File: config.mk
export PLATFORM = sky130hd
export DESIGN_NAME = ir_remote_frame_decoder_unit
export DESIGN_NICKNAME = d
export VERILOG_FILES = /design/src/rtl/irfd_pkg.sv /design/src/rtl/ir_remote_frame_decoder_unit.sv /design/src/rtl/irfd_front.sv /design/src/rtl/irfd_queue.sv /design/src/rtl/irfd_back.sv
export SDC_FILE = /design/constraint.sdc
export NUM_CORES = 1
export LEC_CHECK = 0
export BUFFER_PORTS_ARGS = -buffer_cell sky130_fd_sc_hd__buf_2
export CAP_MARGIN = 30
export CORE_MARGIN = 3
export CORE_UTILIZATION = 50
export CTS_CLUSTER_SIZE = 30
export DETAILED_ROUTE_END_ITERATION = 6
export GPL_ROUTABILITY_DRIVEN = 0
export GPL_TIMING_DRIVEN = 0
export PLACE_DENSITY = 0.72
export SLEW_MARGIN = 20
export SYNTH_ARGS = -nofsm -noshare
export SYNTH_HDL_FRONTEND = slang
export SYNTH_SLANG_ARGS = --single-unit
File: constraint.sdc
create_clock -name clk -period 6.4 [get_ports clk]
set_input_delay 1.28 -clock clk [delete_from_list [all_inputs] [get_ports clk]]
set_output_delay 1.28 -clock clk [all_outputs]
set_load 0.05 [all_outputs]
File: src/rtl/irfd_pkg.sv
// irfd_pkg: shared types and constants for the IR remote frame decoder.
// No dependencies; imported by every module in rtl/.

package irfd_pkg;

    localparam int CNT_W        = 19;
    localparam int IDX_W        = 6;
    localparam int CMD_W        = 8;
    localparam int CFG_IDX_W    = 3;
    localparam int QUEUE_DEPTH  = 2;

    localparam logic [CNT_W-1:0] CNT_MAX     = {CNT_W{1'b1}};
    localparam logic [IDX_W-1:0] EDGE_LIMIT  = 6'd50;
    localparam logic [IDX_W-1:0] BIT_FIRST   = 6'd17;
    localparam logic [IDX_W-1:0] BIT_LAST    = 6'd24;

    // configuration register indexes
    localparam logic [CFG_IDX_W-1:0] CFG_TIMEOUT   = 3'd0;
    localparam logic [CFG_IDX_W-1:0] CFG_START_MIN = 3'd1;
    localparam logic [CFG_IDX_W-1:0] CFG_START_MAX = 3'd2;
    localparam logic [CFG_IDX_W-1:0] CFG_ONE_MIN   = 3'd3;
    localparam logic [CFG_IDX_W-1:0] CFG_ONE_MAX   = 3'd4;

    localparam logic [CNT_W-1:0] TIMEOUT_RST   = 19'd500000;
    localparam logic [CNT_W-1:0] START_MIN_RST = 19'd10000;
    localparam logic [CNT_W-1:0] START_MAX_RST = 19'd14000;
    localparam logic [CNT_W-1:0] ONE_MIN_RST   = 19'd2000;
    localparam logic [CNT_W-1:0] ONE_MAX_RST   = 19'd2300;

    // command codes that drive the pins
    localparam logic [CMD_W-1:0] CMD_PIN1_SET = 8'd69;
    localparam logic [CMD_W-1:0] CMD_PIN1_CLR = 8'd70;
    localparam logic [CMD_W-1:0] CMD_PIN2_SET = 8'd71;
    localparam logic [CMD_W-1:0] CMD_PIN2_CLR = 8'd68;
    localparam logic [CMD_W-1:0] CMD_PIN3_SET = 8'd67;
    localparam logic [CMD_W-1:0] CMD_PIN3_CLR = 8'd66;

    typedef struct packed {
        logic [CNT_W-1:0] timeout_ticks;
        logic [CNT_W-1:0] start_min;
        logic [CNT_W-1:0] start_max;
        logic [CNT_W-1:0] one_min;
        logic [CNT_W-1:0] one_max;
    } cfg_t;

    // classified sample: only whether a falling edge occurred matters downstream
    typedef struct packed {
        logic falling;
    } sample_t;

    typedef struct packed {
        logic    valid;
        sample_t item;
    } q_out_t;

endpackage

File: src/rtl/ir_remote_frame_decoder_unit.sv
// ir_remote_frame_decoder_unit: top level of the IR remote frame decoder.
// Depends on irfd_pkg, irfd_front, irfd_queue, irfd_back.
//
//  channel  | handshake              | payload
//  ---------+------------------------+----------------------------------------------
//  in       | in_valid / in_stall    | ir_level
//  out      | out_valid / out_stall  | pin_one pin_two pin_three command_code
//           |                        | frame_done frame_valid
//  cfg      | cfg_valid / cfg_ready  | cfg_index cfg_data
//
// One sample per cycle sustained while out_stall is low; a sample's result is registered in
// a queue entry, then in the back unit's result register.
// The back unit's per-sample timer update and window compares feed that result register.
// A two-entry queue decouples front and back, so in_stall rises only when out_stall
// has held the back unit long enough to fill it. cfg_ready is always high.
// Reset is asynchronous; all control state and the config registers take reset values.

module ir_remote_frame_decoder_unit
    import irfd_pkg::*;
(
    input  logic                 clk,
    input  logic                 rst_n,
    input  logic                 in_valid,
    output logic                 in_stall,
    input  logic                 ir_level,
    output logic                 out_valid,
    input  logic                 out_stall,
    output logic                 pin_one,
    output logic                 pin_two,
    output logic                 pin_three,
    output logic [CMD_W-1:0]     command_code,
    output logic                 frame_done,
    output logic                 frame_valid,
    input  logic                 cfg_valid,
    output logic                 cfg_ready,
    input  logic [CFG_IDX_W-1:0] cfg_index,
    input  logic [CNT_W-1:0]     cfg_data
);

    cfg_t    cfg_reg;
    sample_t front_item;
    q_out_t  head;
    logic    q_full;
    logic    accept;
    logic    pop;

    assign cfg_ready = 1'b1;

    always_ff @(posedge clk or negedge rst_n)
    begin
        if (!rst_n)
        begin
            cfg_reg.timeout_ticks <= TIMEOUT_RST;
            cfg_reg.start_min     <= START_MIN_RST;
            cfg_reg.start_max     <= START_MAX_RST;
            cfg_reg.one_min       <= ONE_MIN_RST;
            cfg_reg.one_max       <= ONE_MAX_RST;
        end
        else if (cfg_valid && cfg_ready)
        begin
            unique case (cfg_index)
                CFG_TIMEOUT:   cfg_reg.timeout_ticks <= cfg_data;
                CFG_START_MIN: cfg_reg.start_min     <= cfg_data;
                CFG_START_MAX: cfg_reg.start_max     <= cfg_data;
                CFG_ONE_MIN:   cfg_reg.one_min       <= cfg_data;
                CFG_ONE_MAX:   cfg_reg.one_max       <= cfg_data;
                default:       cfg_reg               <= cfg_reg;
            endcase
        end
    end

    assign in_stall = q_full;
    assign accept   = in_valid && !in_stall;

    irfd_front u_front (
        .clk      (clk),
        .rst_n    (rst_n),
        .accept   (accept),
        .ir_level (ir_level),
        .item     (front_item)
    );

    irfd_queue u_queue (
        .clk       (clk),
        .rst_n     (rst_n),
        .push      (accept),
        .push_item (front_item),
        .pop       (pop),
        .full      (q_full),
        .head      (head)
    );

    irfd_back u_back (
        .clk          (clk),
        .rst_n        (rst_n),
        .cfg          (cfg_reg),
        .head         (head),
        .pop          (pop),
        .out_valid    (out_valid),
        .out_stall    (out_stall),
        .pin_one      (pin_one),
        .pin_two      (pin_two),
        .pin_three    (pin_three),
        .command_code (command_code),
        .frame_done   (frame_done),
        .frame_valid  (frame_valid)
    );

    // a valid frame is only reported together with its judgment
    a_valid_needs_done: assert property (@(posedge clk) disable iff (!rst_n)
        out_valid && frame_valid |-> frame_done)
        else $error("frame_valid without frame_done");

    // a rejected frame clears the command byte
    a_reject_clears_cmd: assert property (@(posedge clk) disable iff (!rst_n)
        out_valid && frame_done && !frame_valid |-> command_code == '0)
        else $error("rejected frame left a nonzero command");

    // the back unit never pops an empty queue
    a_no_empty_pop: assert property (@(posedge clk) disable iff (!rst_n)
        pop |-> head.valid)
        else $error("pop from empty queue");

    // a result shows up the cycle after a pop
    a_pop_gives_result: assert property (@(posedge clk) disable iff (!rst_n)
        pop |=> out_valid)
        else $error("pop without a following result");

endmodule

File: src/rtl/irfd_front.sv
// irfd_front: accepts line samples and classifies each as falling edge or not.
// Depends on irfd_pkg.

module irfd_front
    import irfd_pkg::*;
(
    input  logic    clk,
    input  logic    rst_n,
    input  logic    accept,
    input  logic    ir_level,
    output sample_t item
);

    logic prev_level_reg;

    always_ff @(posedge clk or negedge rst_n)
    begin
        if (!rst_n)
        begin
            prev_level_reg <= 1'b1;
        end
        else if (accept)
        begin
            prev_level_reg <= ir_level;
        end
    end

    assign item.falling = prev_level_reg & ~ir_level;

endmodule

File: src/rtl/irfd_queue.sv
// irfd_queue: two-entry FIFO of classified samples between front and back.
// Depends on irfd_pkg.

module irfd_queue
    import irfd_pkg::*;
(
    input  logic    clk,
    input  logic    rst_n,
    input  logic    push,
    input  sample_t push_item,
    input  logic    pop,
    output logic    full,
    output q_out_t  head
);

    localparam int PTR_W = $clog2(QUEUE_DEPTH);
    localparam int CNT_QW = $clog2(QUEUE_DEPTH + 1);

    sample_t            mem_reg [QUEUE_DEPTH];
    logic [PTR_W-1:0]   wr_ptr_reg;
    logic [PTR_W-1:0]   rd_ptr_reg;
    logic [CNT_QW-1:0]  count_reg;

    always_ff @(posedge clk)
    begin
        if (push)
        begin
            mem_reg[wr_ptr_reg] <= push_item;
        end
    end

    always_ff @(posedge clk or negedge rst_n)
    begin
        if (!rst_n)
        begin
            wr_ptr_reg <= '0;
            rd_ptr_reg <= '0;
            count_reg  <= '0;
        end
        else
        begin
            if (push)
            begin
                wr_ptr_reg <= wr_ptr_reg + PTR_W'(1);
            end
            if (pop)
            begin
                rd_ptr_reg <= rd_ptr_reg + PTR_W'(1);
            end
            if (push && !pop)
            begin
                count_reg <= count_reg + CNT_QW'(1);
            end
            else if (pop && !push)
            begin
                count_reg <= count_reg - CNT_QW'(1);
            end
        end
    end

    assign full       = (count_reg == CNT_QW'(QUEUE_DEPTH));
    assign head.valid = (count_reg != '0);
    assign head.item  = mem_reg[rd_ptr_reg];

endmodule

File: src/rtl/irfd_back.sv
// irfd_back: interval timer, bit capture, frame judgment and pin control.
// Holds the result register. Depends on irfd_pkg.

module irfd_back
    import irfd_pkg::*;
(
    input  logic             clk,
    input  logic             rst_n,
    input  cfg_t             cfg,
    input  q_out_t           head,
    output logic             pop,
    output logic             out_valid,
    input  logic             out_stall,
    output logic             pin_one,
    output logic             pin_two,
    output logic             pin_three,
    output logic [CMD_W-1:0] command_code,
    output logic             frame_done,
    output logic             frame_valid
);

    logic             armed_reg, armed_next;
    logic [CNT_W-1:0] cnt_reg, cnt_next, cnt_inc;
    logic [IDX_W-1:0] idx_reg, idx_next;
    logic [CNT_W-1:0] start_reg, start_next;
    logic [CMD_W-1:0] bits_reg, bits_next;
    logic [CMD_W-1:0] cmd_reg, cmd_next;
    logic [2:0]       pins_reg, pins_next;
    logic             done_reg, done_next;
    logic             fvalid_reg, fvalid_next;
    logic             out_valid_reg;
    logic             is_one, start_ok;
    logic [2:0]       bit_sel;
    logic [IDX_W-1:0] bit_off;

    assign pop = head.valid && (!out_valid_reg || !out_stall);

    always_comb
    begin
        cnt_inc     = (armed_reg && cnt_reg != CNT_MAX) ? cnt_reg + CNT_W'(1) : cnt_reg;
        armed_next  = armed_reg;
        cnt_next    = cnt_inc;
        idx_next    = idx_reg;
        start_next  = start_reg;
        bits_next   = bits_reg;
        cmd_next    = cmd_reg;
        pins_next   = pins_reg;
        done_next   = 1'b0;
        fvalid_next = 1'b0;
        is_one      = (cnt_inc >= cfg.one_min) && (cnt_inc <= cfg.one_max);
        start_ok    = (start_reg >= cfg.start_min) && (start_reg <= cfg.start_max);
        bit_off     = idx_reg - BIT_FIRST;
        bit_sel     = bit_off[2:0];

        if (head.item.falling)
        begin
            if (!armed_reg)
            begin
                armed_next = 1'b1;
                cnt_next   = '0;
            end
            else
            begin
                if (idx_reg == '0)
                begin
                    start_next = cnt_inc;
                end
                else if (idx_reg >= BIT_FIRST && idx_reg <= BIT_LAST)
                begin
                    bits_next[bit_sel] = is_one;
                end
                if (idx_reg < EDGE_LIMIT)
                begin
                    idx_next = idx_reg + IDX_W'(1);
                end
                cnt_next = '0;
            end
        end
        else if (armed_reg && cnt_inc >= cfg.timeout_ticks)
        begin
            done_next = 1'b1;
            if (start_ok)
            begin
                fvalid_next = 1'b1;
                cmd_next    = bits_reg;
                unique case (bits_reg)
                    CMD_PIN1_SET: pins_next[0] = 1'b1;
                    CMD_PIN1_CLR: pins_next[0] = 1'b0;
                    CMD_PIN2_SET: pins_next[1] = 1'b1;
                    CMD_PIN2_CLR: pins_next[1] = 1'b0;
                    CMD_PIN3_SET: pins_next[2] = 1'b1;
                    CMD_PIN3_CLR: pins_next[2] = 1'b0;
                    default:      pins_next    = pins_reg;
                endcase
            end
            else
            begin
                cmd_next = '0;
            end
            armed_next = 1'b0;
            start_next = '0;
            idx_next   = '0;
            cnt_next   = '0;
        end
    end

    // state only advances on pop, so the result fields hold while stalled
    always_ff @(posedge clk or negedge rst_n)
    begin
        if (!rst_n)
        begin
            armed_reg     <= 1'b0;
            cnt_reg       <= '0;
            idx_reg       <= '0;
            start_reg     <= '0;
            bits_reg      <= '0;
            cmd_reg       <= '0;
            pins_reg      <= '0;
            done_reg      <= 1'b0;
            fvalid_reg    <= 1'b0;
            out_valid_reg <= 1'b0;
        end
        else
        begin
            if (pop)
            begin
                armed_reg  <= armed_next;
                cnt_reg    <= cnt_next;
                idx_reg    <= idx_next;
                start_reg  <= start_next;
                bits_reg   <= bits_next;
                cmd_reg    <= cmd_next;
                pins_reg   <= pins_next;
                done_reg   <= done_next;
                fvalid_reg <= fvalid_next;
            end
            if (pop)
            begin
                out_valid_reg <= 1'b1;
            end
            else if (!out_stall)
            begin
                out_valid_reg <= 1'b0;
            end
        end
    end

    assign out_valid    = out_valid_reg;
    assign pin_one      = pins_reg[0];
    assign pin_two      = pins_reg[1];
    assign pin_three    = pins_reg[2];
    assign command_code = cmd_reg;
    assign frame_done   = done_reg;
    assign frame_valid  = fvalid_reg;

endmodule

# Yosys cells after proc, flatten, opt, wreduce, memory -nomap -nowiden
# Memories as Yosys holds them, arrays and structs flattened.
# Cells that the tools add are included.
# W data, S select, Z words.
[totals]
memories = 1
elab_cells = 127
ff_bits = 167
out_inout_bits = 16
in_bits = 28
ram_bits = 2
[mem_list]
columns = ["name", "words", "width", "read_ports", "rd_clocked_by_memory_dff", "wr", "line_no", "source"]
rows = [
  ["u_queue.mem_reg", 2, 1, 1, 0, 1, "irfd_queue.sv:19", "sample_t mem_reg [QUEUE_DEPTH];"],
]
[classes]
n_addsub = 7
bitwise_logic = 4
n_mux = 31
order_cmp = 10
n_eq_ne = 16
reduce_logical = 37
[ops]
columns = ["cell", "n"]
rows = [
  ["$mux W19", 7],
  ["$ge A19 B19 Y1", 3],
  ["$eq A8 B7 Y1 const B", 6],
  ["$le A19 B19 Y1", 2],
  ["$mux W6", 4],
  ["$reduce_and A5 Y1", 4],
  ["$add A19 B1 Y19 const B", 1],
  ["$ne A19 B19 Y1 const B", 1],
  ["$mux W1", 12],
  ["$reduce_and A2 Y1", 6],
  ["$reduce_bool A2 Y1", 6],
  ["$logic_and A1 B1 Y1", 10],
  ["$bwmux W8", 1],
  ["$mux W8", 1],
  ["$ne A2 B1 Y1 const B", 4],
  ["$reduce_and A4 Y1", 2],
  ["$add A6 B1 Y6 const B", 1],
  ["$eq A3 B2 Y1 const B", 2],
  ["$ge A6 B5 Y1 const B", 1],
  ["$le A6 B5 Y1 const B", 1],
  ["$logic_not A6 Y1", 1],
  ["$lt A6 B6 Y1 const B", 1],
  ["$pmux W1 S2", 3],
  ["$logic_not A1 Y1", 5],
  ["16 further kinds", 20],
]

# Depth between registers and ports, before layout
[depth]
ltp_word = 7
ltp_mapped = 18
mapped_depth_nobuf = 15

# Hierarchy
# A second synthesis with hierarchy kept.
[unflattened]
cells_unflattened = 892
area_unflattened_um2 = 9803.2
[by_module_without_submodules]
columns = ["mod", "cells_per_inst", "n_inst", "seq_area_each_um2", "area_each_um2"]
rows = [
  ["irfd_back", 662, 1, 1676.6, 5685.5],
  ["ir_remote_frame_decoder_unit", 208, 1, 2417.3, 3807.4],
  ["irfd_queue", 19, 1, 160.2, 262.8],
  ["irfd_front", 3, 1, 26.3, 47.5],
]

# Worst setup path before layout
# OpenSTA, ideal clock, no wires.
[synth_timing]
path_kind = "flip-flop to flip-flop"
from = "register u_back.cnt_reg[0]"
to = "register u_back.cnt_reg[13]"
n_path_buf = 3
stages_incl_launch_ff = 19
setup_slack_ns = 2.381
setup_ns = 0.066
period_less_slack_ns = 4.019
t_arrival_ns = 3.953
t_required_ns = 6.334
path_cell_list = "dfrtp_1 -> ha_1 -> and3_1 -> nand2_2 -> nor2_2 -> or4_4 -> buf_6 -> nor2_1 -> xor2_1 -> ha_1 -> a21oi_1 -> nand2_1 -> a221oi_1 -> o22ai_1 -> or3_1 -> clkbuf_1 -> nor2_4 -> buf_4 -> a22o_1"
[synth_via]
elab_chain_cells = 7
elab_cells_between_ends = 8
cone_classes = "add/sub: 1; order compare: 1; eq/ne: 1; mux: 3; reduce/logical: 2"
[synth_lines]
columns = ["element", "line_no", "source"]
rows = [
  ["from (decl)", "irfd_back.sv:23", "logic [CNT_W-1:0] cnt_reg, cnt_next, cnt_inc;"],
  ["from (signal assigned)", "irfd_back.sv:128", "cnt_reg <= cnt_next;"],
  ["branches (longest 2 deep; another with $add A19 B1 Y19)", "--", ""],
  ["$mux W19 (*)", "irfd_back.sv:40", "cnt_inc = (armed_reg && cnt_reg != CNT_MAX) ? cnt_reg + CNT_W'(1) : cnt_reg;"],
  ["$ge A19 B19 Y1", "irfd_back.sv:79", "else if (armed_reg && cnt_inc >= cfg.timeout_ticks)"],
  ["$logic_and A1 B1 Y1", "irfd_back.sv:79", ""],
  ["$mux W19 (*)", "irfd_back.sv:79", ""],
  ["$mux W19 (*)", "irfd_back.sv:55", "if (head.item.falling)"],
]
# Mark *: on every way between the ends.
# A chain may end at the register's enable or synchronous reset.

# Final worst setup path
[layout_timing]
from = "register u_back.cnt_reg[0]"
to = "register u_back.cnt_reg[1]"
# The elaborated chain is that of the path after synthesis.

==> results.sh <==
export IMPL_rsz0062_at_grt="false"
export IMPL_synth_flop_cell="dfrtp_1"
export IMPL_port_buffers=41
export IMPL_insertion_delay_ns=0.43
export IMPL_dp_hpwl_um=16000
export IMPL_drt_iter0_drc=414
export IMPL_leakage_nw=5.11
export IMPL_synth_nets=1116
export IMPL_startpoint_type="register"
export IMPL_grt_use_total_pct=21.6
export IMPL_diodes=0
export IMPL_intPower_mw=2.17
export IMPL_combPwrFrac_pct=28.4
export IMPL_dr_total_vias=7237
export IMPL_largest_reg_flops=95
export IMPL_drt_wirelength_per_cell_um=16.4
export IMPL_yosys_area_top_type="dfrtp_1"
export IMPL_firstDrtPassIters=5
export IMPL_period_needed_ns=4.97
export IMPL_clockPowerShare_pct=29.8
export IMPL_fmax_mhz=201
export IMPL_cts_tree="done"
export IMPL_hold_viol_final=0
export IMPL_overflow=0
export IMPL_seq_area_frac_synth_pct=44.8
export IMPL_synth_top_family_by_area="compound AO/OA/AOI/OAI gates"
export IMPL_endpoint_kind="register"
export IMPL_cts_resized=0
export IMPL_r2r_setup_slack_ns=1.43
export IMPL_postLayoutSetupSlackWorst_ns=1.43
export IMPL_cts_hold_buf=0
export IMPL_arrival_ns=5.33
export IMPL_yosysUniqueCellTypes=60
export IMPL_htreeDepth=4
export IMPL_area_growth_pct=11.5
export IMPL_crit_required_ns=6.76
export IMPL_min_path_type="reg2reg"
export IMPL_period_share_pct=77.6
export IMPL_status="complete, no violations"
export IMPL_clock_skew_ns=0.00825
export IMPL_drc_errors=0
export IMPL_io_pins=44
export IMPL_synthTopCellsByArea="dfrtp_1, ha_1, dfstp_2"
export IMPL_slew_violations=0
export IMPL_final_util_pct=58.1
export IMPL_ant_nets=0
export IMPL_finalPower_mw=3.30
export IMPL_die_h_um=144
export IMPL_async_flop_share_pct=98.8
export IMPL_ys_warnings_count=0
export IMPL_finalSetupViolCount=0
export IMPL_synth_top_area_share_pct=35.1
export IMPL_synth_area_mux_share_pct=4.43
export IMPL_path_class="reg2reg"
export IMPL_syn_inst=988
export IMPL_grt_pass1_wl_um=35800
export IMPL_synth_ff_latch_count=169
export IMPL_cts_sinks=169
export IMPL_relSlewSlack_pct=39.8
export IMPL_drt_vias_per_instance=5.61
export IMPL_finalSetupTns_ns=0
export IMPL_cp_max_fo=10
export IMPL_worst_pin_slew_ns=0.897
export IMPL_power_density_nw_per_um2=310
export IMPL_power_switching_mw=1.13
export IMPL_cts_buffers=17
export IMPL_drive_gt1_share_pct=15.7
export IMPL_fillCellCount=1586
export IMPL_maxCapViolCount=0
export IMPL_antenna_found_initial=0
export IMPL_grt_pass1_vias=7025
export IMPL_coreArea_um2=18300
export IMPL_postSynthAreaPerCell_um2=9.66
export IMPL_synth_xor_area_share_pct=2.02
export IMPL_peakVddDrop_v=0.000258
export IMPL_syn_cell_area_um2=9550
export IMPL_clockRootBuffer="clkbuf_16"
export IMPL_synth_most_common_cell="dfrtp_1"
export IMPL_grt_max_degree=93
export IMPL_clockBufferDepth=2
export IMPL_seq_power_share_pct=41.8
export IMPL_switching_share_pct=34.3
export IMPL_start_util_pct=52.1
export IMPL_synthSimpleGateAreaFrac_pct=12.9
export IMPL_synth_common_cells="dfrtp_1, nand2_1, o21ai_0"
export IMPL_die_w_um=144
export IMPL_instances_no_fill=1291
export IMPL_synth_compound_area_share_pct=16.4
export IMPL_fin_nets=1177
export IMPL_dpl_cell_count=1259
export IMPL_die_area_um2=20800
export IMPL_path_clk_slew_ns=0.07
export IMPL_rows=49
export IMPL_place_ws_ns=1.52
export IMPL_routed_wl_um=21200
export IMPL_yosys_area_share_adder_pct=13.1
export IMPL_post_cts_setup_buffer_count=0
export IMPL_synth_edf_count=2
logic make-up after synthesis:
kind of cell               Yosys count
buffers and inverters              149
xor gates and xnor gates            22
adders and majority gates          100
DFF                                169
and+or+nand+nor                    258
muxes                               38
AOI/OAI and AO/OA                  251
other                                1
per-layer routing:
metal,GRT usage [%],wire (µm)
met1,31.7,10500
met2,33.3,9580
met3,3.87,815
met4,5.89,367
met5,0,0
through the flow:
stage	instance area (µm²)	hold WS (ns)
3_5_place_dp	10100	0.459
6_report	10600	0.476
2_1_floorplan	9550	0.460
3_3_place_gp	10000	0.455
5_1_grt	10600	0.515
4_1_cts	10600	0.476
critical path: stages (launching register included):
cell,delay [ns]
dfrtp_1,0.45
ha_1,0.28
and3_1,0.23
nand2_2,0.11
nor2_2,0.05
or4_4,0.53
buf_6,0.16
nor2_1,0.16
xor2_1,0.40
ha_1,0.35
a21oi_1,0.16
nand2_1,0.07
a221oi_1,0.42
o22ai_1,0.27
or3_1,0.39
clkbuf_1,0.23
nor2_4,0.25
buf_4,0.24
a22o_1,0.16
area by class of cell:
cell class                      instances  area (µm²)  share of cell area [%]
Tap cell                              229         287                    2.69
Multi-Input combinational cell        670        4680                    44.0
Sequential cell                       169        4280                    40.2
Clock inverter                         13         123                    1.15
Inverter                              110         413                    3.88
Clock buffer                           19         433                    4.07
Timing Repair Buffer                   42         243                    2.28
Buffer                                 39         186                    1.75
layout by cell type (no fill, tap or decap), types with 17 or more instances in the layout:
cell type / n
a21o_1: 21
a21oi_1: 44
a22o_1: 36
buf_2: 47
clkbuf_1: 26
clkbuf_16: 17
dfrtp_1: 134
dfstp_2: 33
ha_1: 100
inv_1: 110
mux2_2: 34
nand2_1: 127
nand4_1: 19
nor2_1: 29
nor3_1: 17
o21ai_0: 113
final timing paths:
kind / startpoint / depth (start not counted) / endpoint
max in group asynchronous: rst_n / 2 / cfg_reg[5]
hold reg to reg: u_back.frame_done / 2 / u_back.frame_done
setup reg to reg: u_back.cnt_reg[0] / 18 / u_back.cnt_reg[1]
hold / removal: u_back.frame_done / 2 / u_back.frame_done
min in group asynchronous: rst_n / 1 / cfg_reg[49]
setup / recovery: u_back.cnt_reg[0] / 18 / u_back.cnt_reg[1]
power groups by stage:
stage	clock network (mW)	logic (mW)	registers [mW]
floorplan	0	0.671	1.38
global placement	0	0.895	1.39
detailed placement	0	0.926	1.40
CTS	0.998	0.937	1.38
global route	1.05	1.08	1.40
finish	0.984	0.936	1.38
Power figures use the tool's default switching activity.
